==> config.mk <==
export PLATFORM = sky130hd
export DESIGN_NAME = integer_to_ascii_formatter
export DESIGN_NICKNAME = d
export VERILOG_FILES = /design/src/sv/i2a_pkg.sv /design/src/sv/integer_to_ascii_formatter.sv
export SDC_FILE = /design/constraint.sdc
export NUM_CORES = 1
export LEC_CHECK = 0
export BUFFER_PORTS_ARGS = -buffer_cell sky130_fd_sc_hd__buf_2
export CORE_ASPECT_RATIO = 1.1
export CORE_MARGIN = 3
export CORE_UTILIZATION = 30
export DETAILED_ROUTE_END_ITERATION = 10
export PLACE_DENSITY = 0.45
export REMOVE_ABC_BUFFERS = 1
export SLEW_MARGIN = 10
export SYNTH_ARGS = -nofsm -noshare
export SYNTH_HDL_FRONTEND = slang
export SYNTH_SLANG_ARGS = --single-unit
==> constraint.sdc <==
create_clock -name clk -period 10.9 [get_ports clk]
set_clock_uncertainty 0.2 [all_clocks]
set_input_delay 3.27 -clock clk [delete_from_list [all_inputs] [get_ports clk]]
set_output_delay 3.27 -clock clk [all_outputs]
set_load 0.02 [all_outputs]
==> src/sv/i2a_pkg.sv <==
// Shared types and constants for the integer to ASCII formatter.
`default_nettype none

package i2a_pkg;

	// Width of the integer that is converted
	localparam int VALUE_WIDTH = 32;

	// Decimal digits needed for VALUE_WIDTH bits (log10(2) ~ 0.30103)
	localparam int DEC_DIGITS = (VALUE_WIDTH * 30103) / 100000 + 1;
	localparam int RAW_W = (VALUE_WIDTH > 4 * DEC_DIGITS) ? VALUE_WIDTH : 4 * DEC_DIGITS;
	// Digit shift register, a multiple of 12 so that 1, 3 and 4 bit digits all fit
	localparam int SR_W = ((RAW_W + 11) / 12) * 12;
	localparam int DIG_CNT_W = $clog2(SR_W + 1);
	localparam int CONV_CNT_W = $clog2(VALUE_WIDTH + 1);
	localparam int PFX_MAX = 4;
	localparam int PFX_CNT_W = $clog2(PFX_MAX + 1);

	// Conversion selector codes
	localparam logic [2:0] OP_SDEC = 3'd0;
	localparam logic [2:0] OP_UDEC = 3'd1;
	localparam logic [2:0] OP_OCT  = 3'd2;
	localparam logic [2:0] OP_BIN  = 3'd3;
	localparam logic [2:0] OP_HEXL = 3'd4;
	localparam logic [2:0] OP_HEXU = 3'd5;

	// Characters
	localparam logic [7:0] CH_ZERO  = 8'h30;
	localparam logic [7:0] CH_UA    = 8'h41;
	localparam logic [7:0] CH_LA    = 8'h61;
	localparam logic [7:0] CH_MINUS = 8'h2D;
	localparam logic [7:0] CH_PLUS  = 8'h2B;
	localparam logic [7:0] CH_SPACE = 8'h20;
	localparam logic [7:0] CH_LX    = 8'h78;
	localparam logic [7:0] CH_UX    = 8'h58;

	typedef enum logic [1:0] {
		ST_IDLE,
		ST_CONV,
		ST_PFX,
		ST_DIGS
	} state_t;

	// Size of one digit in the shift register
	typedef enum logic [1:0] {
		RDX_BIN,
		RDX_OCT,
		RDX_NIB
	} radix_t;

	typedef logic [PFX_MAX-1:0][7:0] pfx_t;

endpackage

`default_nettype wire

==> src/sv/integer_to_ascii_formatter.sv <==
// Top level of the integer to ASCII formatter: bit-serial conversion and character output.
`default_nettype none

// One word in; characters out one per cycle while out_ready is high, most significant digit
// first, last marks the end. Words are handled one at a time: in_ready is high only while the
// block is idle. Decimal runs a bit-serial double-dabble over the VALUE_WIDTH bits, then every
// form emits its prefix characters and walks a 48 bit digit register one digit position per
// cycle, dropping leading zeros without output; a character waits while out_ready is low. The
// register holds 12 decimal or hex, 16 octal or 48 binary digit positions, and there are 0 to
// 4 sign and prefix characters. A word with an unused selector (6 or 7) is taken and dropped
// without output.
module integer_to_ascii_formatter (
	input  wire logic        clk,
	input  wire logic        arst_n,
	input  wire logic        in_valid,
	output logic             in_ready,
	input  wire logic [2:0]  operation,
	input  wire logic [31:0] value,
	input  wire logic        plus_flag,
	input  wire logic        space_flag,
	input  wire logic        alt_flag,
	output logic             out_valid,
	input  wire logic        out_ready,
	output logic [7:0]       char_code,
	output logic             last
);
	import i2a_pkg::*;

	state_t state_q, state_d;

	logic [VALUE_WIDTH-1:0] mag_q;
	logic [SR_W-1:0]        sr_q;
	logic [CONV_CNT_W-1:0]  conv_cnt_q;
	logic [DIG_CNT_W-1:0]   dig_n_q;
	logic                   started_q;
	radix_t                 radix_q;
	logic                   upper_q;
	pfx_t                   pfx_q;
	logic [PFX_CNT_W-1:0]   pfx_n_q;

	logic       out_valid_q;
	logic [7:0] char_q;
	logic       last_q;

	// Input decode
	logic [VALUE_WIDTH-1:0] raw;
	logic [VALUE_WIDTH-1:0] mag_in;
	logic                   neg;
	logic                   is_dec;
	logic                   is_oct;
	logic                   is_hex;
	logic                   op_ok;
	radix_t                 radix_in;
	logic [DIG_CNT_W-1:0]   dig_n_in;

	always_comb begin
		raw    = VALUE_WIDTH'(value);
		neg    = (operation == OP_SDEC) && raw[VALUE_WIDTH-1];
		mag_in = neg ? (~raw + VALUE_WIDTH'(1)) : raw;
		is_dec = (operation == OP_SDEC) || (operation == OP_UDEC);
		is_oct = (operation == OP_OCT);
		is_hex = (operation == OP_HEXL) || (operation == OP_HEXU);
		op_ok  = is_dec || is_oct || is_hex || (operation == OP_BIN);
		if (is_oct) begin
			radix_in = RDX_OCT;
			dig_n_in = DIG_CNT_W'(SR_W / 3);
		end else if (operation == OP_BIN) begin
			radix_in = RDX_BIN;
			dig_n_in = DIG_CNT_W'(SR_W);
		end else begin
			radix_in = RDX_NIB;
			dig_n_in = DIG_CNT_W'(SR_W / 4);
		end
	end

	// Sign and radix prefix, packed from slot 0 upward
	logic [PFX_MAX-1:0]      pen;
	logic [PFX_MAX-1:0][7:0] pch;
	pfx_t                    pfx_in;
	logic [PFX_CNT_W-1:0]    pfx_n_in;

	always_comb begin
		pen = '0;
		pch = '0;
		if (operation == OP_SDEC) begin
			pen[0] = neg || plus_flag || space_flag;
			pch[0] = neg ? CH_MINUS : (plus_flag ? CH_PLUS : CH_SPACE);
		end else begin
			pen[0] = plus_flag;
			pch[0] = CH_PLUS;
			pen[1] = space_flag;
			pch[1] = CH_SPACE;
			pen[2] = alt_flag && (is_oct || is_hex);
			pch[2] = CH_ZERO;
			pen[3] = alt_flag && is_hex;
			pch[3] = (operation == OP_HEXU) ? CH_UX : CH_LX;
		end
		pfx_in   = '0;
		pfx_n_in = '0;
		for (int i = 0; i < PFX_MAX; i++) begin
			if (pen[i]) begin
				pfx_in[pfx_n_in[$clog2(PFX_MAX)-1:0]] = pch[i];
				pfx_n_in = pfx_n_in + PFX_CNT_W'(1);
			end
		end
	end

	// Top digit of the shift register and its character
	logic [3:0] digit;
	logic [7:0] digit_ch;

	always_comb begin
		unique case (radix_q)
			RDX_BIN: digit = {3'b000, sr_q[SR_W-1]};
			RDX_OCT: digit = {1'b0, sr_q[SR_W-1 -: 3]};
			default: digit = sr_q[SR_W-1 -: 4];
		endcase
		if (digit < 4'd10) begin
			digit_ch = CH_ZERO + {4'h0, digit};
		end else begin
			digit_ch = (upper_q ? CH_UA : CH_LA) + {4'h0, digit} - 8'd10;
		end
	end

	// Double-dabble adjust: add 3 to every BCD digit of 5 or more
	logic [SR_W-1:0] bcd_adj;

	always_comb begin
		for (int i = 0; i < SR_W / 4; i++) begin
			if (sr_q[4*i +: 4] >= 4'd5) begin
				bcd_adj[4*i +: 4] = sr_q[4*i +: 4] + 4'd3;
			end else begin
				bcd_adj[4*i +: 4] = sr_q[4*i +: 4];
			end
		end
	end

	// Control outputs
	logic slot_free;
	logic load;
	logic conv_step;
	logic pfx_emit;
	logic dig_skip;
	logic dig_emit;

	always_comb begin
		slot_free = !out_valid_q || out_ready;
		load      = 1'b0;
		conv_step = 1'b0;
		pfx_emit  = 1'b0;
		dig_skip  = 1'b0;
		dig_emit  = 1'b0;
		unique case (state_q)
			ST_IDLE: load = in_valid;
			ST_CONV: conv_step = 1'b1;
			ST_PFX:  pfx_emit = slot_free;
			ST_DIGS: begin
				if (!started_q && (digit == 4'd0) && (dig_n_q > DIG_CNT_W'(1))) begin
					dig_skip = 1'b1;
				end else begin
					dig_emit = slot_free;
				end
			end
			default: ;
		endcase
	end

	assign in_ready = (state_q == ST_IDLE);

	// Next state
	always_comb begin
		state_d = state_q;
		unique case (state_q)
			ST_IDLE: begin
				if (in_valid && op_ok) begin
					if (is_dec) begin
						state_d = ST_CONV;
					end else if (pfx_n_in != '0) begin
						state_d = ST_PFX;
					end else begin
						state_d = ST_DIGS;
					end
				end
			end
			ST_CONV: begin
				if (conv_cnt_q == CONV_CNT_W'(1)) begin
					state_d = (pfx_n_q != '0) ? ST_PFX : ST_DIGS;
				end
			end
			ST_PFX: begin
				if (pfx_emit && (pfx_n_q == PFX_CNT_W'(1))) begin
					state_d = ST_DIGS;
				end
			end
			ST_DIGS: begin
				if (dig_emit && (dig_n_q == DIG_CNT_W'(1))) begin
					state_d = ST_IDLE;
				end
			end
			default: state_d = ST_IDLE;
		endcase
	end

	always_ff @(posedge clk or negedge arst_n) begin
		if (!arst_n) begin
			state_q <= ST_IDLE;
		end else begin
			state_q <= state_d;
		end
	end

	// Datapath registers
	always_ff @(posedge clk or negedge arst_n) begin
		if (!arst_n) begin
			started_q  <= 1'b0;
			pfx_n_q    <= '0;
			dig_n_q    <= '0;
			conv_cnt_q <= '0;
		end else begin
			if (load) begin
				started_q  <= 1'b0;
				pfx_n_q    <= pfx_n_in;
				dig_n_q    <= dig_n_in;
				conv_cnt_q <= CONV_CNT_W'(VALUE_WIDTH);
			end else begin
				if (conv_step) begin
					conv_cnt_q <= conv_cnt_q - CONV_CNT_W'(1);
				end
				if (pfx_emit) begin
					pfx_n_q <= pfx_n_q - PFX_CNT_W'(1);
				end
				if (dig_skip || dig_emit) begin
					dig_n_q <= dig_n_q - DIG_CNT_W'(1);
				end
				if (dig_emit) begin
					started_q <= 1'b1;
				end
			end
		end
	end

	always_ff @(posedge clk) begin
		if (load) begin
			mag_q   <= mag_in;
			sr_q    <= is_dec ? '0 : SR_W'(mag_in);
			radix_q <= radix_in;
			upper_q <= (operation == OP_HEXU);
			pfx_q   <= pfx_in;
		end else begin
			if (conv_step) begin
				sr_q  <= {bcd_adj[SR_W-2:0], mag_q[VALUE_WIDTH-1]};
				mag_q <= {mag_q[VALUE_WIDTH-2:0], 1'b0};
			end
			if (pfx_emit) begin
				pfx_q <= pfx_q >> 8;
			end
			if (dig_skip || dig_emit) begin
				unique case (radix_q)
					RDX_BIN: sr_q <= {sr_q[SR_W-2:0], 1'b0};
					RDX_OCT: sr_q <= {sr_q[SR_W-4:0], 3'b000};
					default: sr_q <= {sr_q[SR_W-5:0], 4'h0};
				endcase
			end
		end
	end

	// Output word register
	always_ff @(posedge clk or negedge arst_n) begin
		if (!arst_n) begin
			out_valid_q <= 1'b0;
		end else if (pfx_emit || dig_emit) begin
			out_valid_q <= 1'b1;
		end else if (out_ready) begin
			out_valid_q <= 1'b0;
		end
	end

	always_ff @(posedge clk) begin
		if (pfx_emit) begin
			char_q <= pfx_q[0];
			last_q <= 1'b0;
		end else if (dig_emit) begin
			char_q <= digit_ch;
			last_q <= (dig_n_q == DIG_CNT_W'(1));
		end
	end

	assign out_valid = out_valid_q;
	assign char_code = char_q;
	assign last      = last_q;

endmodule

`default_nettype wire
==> results.json <==
{
  "ioPinCount": 53,
  "timing.setup.tns_ps": 0,
  "insertion_delay_ps": 430,
  "crit_arrival_ps": 6170,
  "run_status": "completed",
  "post_drt_wl_per_cell_um": 16.5,
  "async_flop_share_pct": 15.1,
  "ys_dominant_reg_cell": "edfxtp_1",
  "clock_sink_count": 126,
  "grt_max_degree": 102,
  "p_int_mw": 1.90,
  "pwr-share-comb_pct": 43.8,
  "synth_top_area_cell": "edfxtp_1",
  "post_synth_instance_area_sq_um": 9130,
  "power_switching_share_pct": 40.2,
  "critical_path_capture_point_type": "register",
  "final-max-slew-violation-count": 0,
  "report.final.hold_viol_count": 0,
  "max-cap-violations": 0,
  "finalSetupViolCount": 0,
  "chipHeight_um": 189,
  "synth.top_cells.by_count": "nand2_1 (118), edfxtp_1 (106), nor2_1 (84)",
  "cp-start-kind": "input pin",
  "first_iter_violations": 443,
  "max-clock-path-buffers": 2,
  "drtAntennaViolNets": 0,
  "route.final.wire_length_um": 23900,
  "postSynthCellCount": 1013,
  "syn_area_per_cell_sq_um": 9.01,
  "area_growth_from_synthesis_to_final_layout_pct": 12.7,
  "final_core_utilization_pct": 34.5,
  "grt_overflow": 0,
  "clock.fmax_mhz": 162,
  "dp_worst_setup_slack_ps": 4170,
  "setup.reg_to_reg.worst_slack_ps": 6400,
  "grt_antenna_before_repair": 0,
  "remaining_drc_errors": 0,
  "drt_first_pass_iters": 5,
  "cts_root_buf": "clkbuf_16",
  "ys_top_cells_by_area": "edfxtp_1 (35%), ha_1 (6.4%), mux2i_1 (5.3%)",
  "seq_power_share_pct": 36.9,
  "antenna_cells_inserted": 0,
  "cp-startpoint": "in_valid",
  "worstMarginPinSlew_ps": 1070,
  "edff_count_synth": 106,
  "yosys_warnings": 0,
  "post_cts_hold_buffer_count": 0,
  "synth.yosys.seq_area_share_pct": 40.3,
  "cts_tree": "yes",
  "rsz_0062_raised_after_global_routing": "false",
  "timing.critical_path.to": "sr_q[18]",
  "net-switching-power_mw": 1.27,
  "total_leakage_power_nw": 4.00,
  "clk_pin_slew_worst_paths_ps": 60,
  "synthDominantCellAreaShare_pct": 34.9,
  "h-tree-depth": 4,
  "detailed_place_hpwl_um": 15300,
  "max-slew-margin-rel_pct": 28.4,
  "nets": 1114,
  "number_of_global_route_vias_before_repair": 7280,
  "worst_slack_ps": 4740,
  "power.density_nw_per_um2": 308,
  "synth_most_common_cell": "nand2_1",
  "layout_min_cycle_time_ps": 6160,
  "grt_first_pass_wirelength_um": 39500,
  "die_w_um": 172,
  "post-route-period-util_pct": 56.5,
  "synth_seq_cells": 126,
  "r2r.worst_path.cells": 11,
  "power_frac_clock_pct": 19.4,
  "post_drt_via_cell_ratio": 5.13,
  "crit_path_max_fanout": 98,
  "timing.critical_path.required_ps": 10920,
  "io_buffers": 51,
  "max-vdd-ir-drop_mv": 0.0936,
  "timing.rr.start": "radix_q[0]",
  "floorplan.initialDensity_pct": 30.6,
  "finalHoldWorstSlack_ps": 266,
  "std_cell_rows": 66,
  "r2r-end": "sr_q[46]",
  "drive_gt1_share_pct": 10.0,
  "design.core.area_sq_um": 29800,
  "postCtsSetupBuffers": 0,
  "groute.usage.overall_pct": 15.1,
  "vias": 7417,
  "crit_type": "in2reg",
  "cts_buffers": 17,
  "post_synth_num_cell_types": 70,
  "hold_path_class": "reg2reg",
  "routabilityCongestion": 0.768,
  "cts_repair_resize_count": 0,
  "floorplan.die_area_sq_um": 32600
}
[cell usage in the layout, fill, tap and decap left out, types with 4 or more instances in the layout]
master	synthesis	final
buf_4	2	10
xor2_1	11	11
clkbuf_16	0	17
nand2b_1	17	15
and2_1	4	4
buf_2	11	51
nand4_1	5	5
xnor2_1	43	43
nor3b_1	24	24
or4_1	4	4
edfxtp_1	106	106
nor4_1	5	5
o211ai_1	4	4
nand3_1	25	25
a211o_1	14	14
inv_1	51	50
dfrtp_1	19	19
o21ai_0	74	74
a21oi_1	83	83
nand2_1	118	117
a211oi_1	25	25
a2111oi_0	7	7
a21o_1	4	4
bufinv_16	0	4
clkbuf_1	43	5
a31oi_1	16	16
nor3_1	35	35
nor2_1	84	84
mux2i_1	48	48
ha_1	47	47
o21a_1	4	4
nor2b_1	9	9
o311ai_1	8	8
[power groups by stage]
stage          combinational, mW  clock (mW)  sequential, mW
3_3_place_gp                1.39           0            1.18
6_report                    1.39       0.614            1.17
4_1_cts                     1.41       0.625            1.17
3_5_place_dp                1.40           0            1.18
2_1_floorplan               1.03           0            1.14
5_1_grt                     1.60       0.649            1.21
[per-stage QoR]
| stage | instance area (sq um) | power, mW | cells |
|---|---|---|---|
| after global placement | 9670 | 2.58 | 1414 |
| after global routing | 10300 | 3.46 | 1446 |
| after floorplan | 8810 | 2.18 | 945 |
| after CTS | 10300 | 3.21 | 1446 |
| after detailed placement | 9670 | 2.58 | 1414 |
| final | 10300 | 3.17 | 1446 |
[critical path: stages]
cell and delay (ps):
buf_2 110, nand2_4 470, inv_2 860, buf_4 630
and2_1 210, buf_4 360, nand2_1 90, o311ai_0 100
[cells by family (layout without fill, tap and decap cells)]
group | count (synthesis) | in the layout | synth area share, %
muxes | 49 | 49 | 5.39
adders and majority gates | 47 | 47 | 6.44
DFF | 126 | 126 | 40.3
buffers and inverters | 119 | 144 | 5.58
other | 1 | 1 | 0.0411
xor gates and xnor gates | 54 | 54 | 5.18
and+or+nand+nor | 347 | 347 | 18.3
AOI/OAI and AO/OA | 270 | 270 | 18.8
[final cells by class]
| class | count | area, sq um |
|---|---|---|
| clock buffer | 25 | 485 |
| clock inverter | 7 | 134 |
| fill | 3148 | 19500 |
| inverter | 51 | 191 |
| multi-input combinational | 768 | 4960 |
| sequential | 126 | 3680 |
| tap | 408 | 510 |
| timing repair buffer | 61 | 330 |
[how the worst min path moves through the flow]
stage / startpoint / endpoint / slack, ps / depth (start not counted)
after global routing: last / last / 300 / 2
final: last / last / 270 / 2
after CTS: last / last / 270 / 2
after detailed placement: last / last / 260 / 2
after floorplan: conv_cnt_q[5] / conv_cnt_q[5] / 280 / 2
after global placement: last / last / 260 / 2
[registers in the layout, indices dropped and copies added, names as in the netlist]
name	flops
dig_n_q	6
pfx_q	16
upper_q	1
pfx_n_q	3
sr_q	48
conv_cnt_q	6
state_q	2
radix_q	2
mag_q	32
out_valid	1
started_q	1
last	1
char_code	7
[per-layer routing]
layer  wire length, um  GRT usage, %  part of all wire, %  up-vias
met4               319          3.96                  1.3        0
met2             11500          24.9                   48       82
li1                  -             -                    -     3710
met5                 0             0                    0        -
met1             11600          20.7                   48     3605
met3               550          2.55                  2.3       20
No activity file was read; power rests on OpenSTA's default activity.
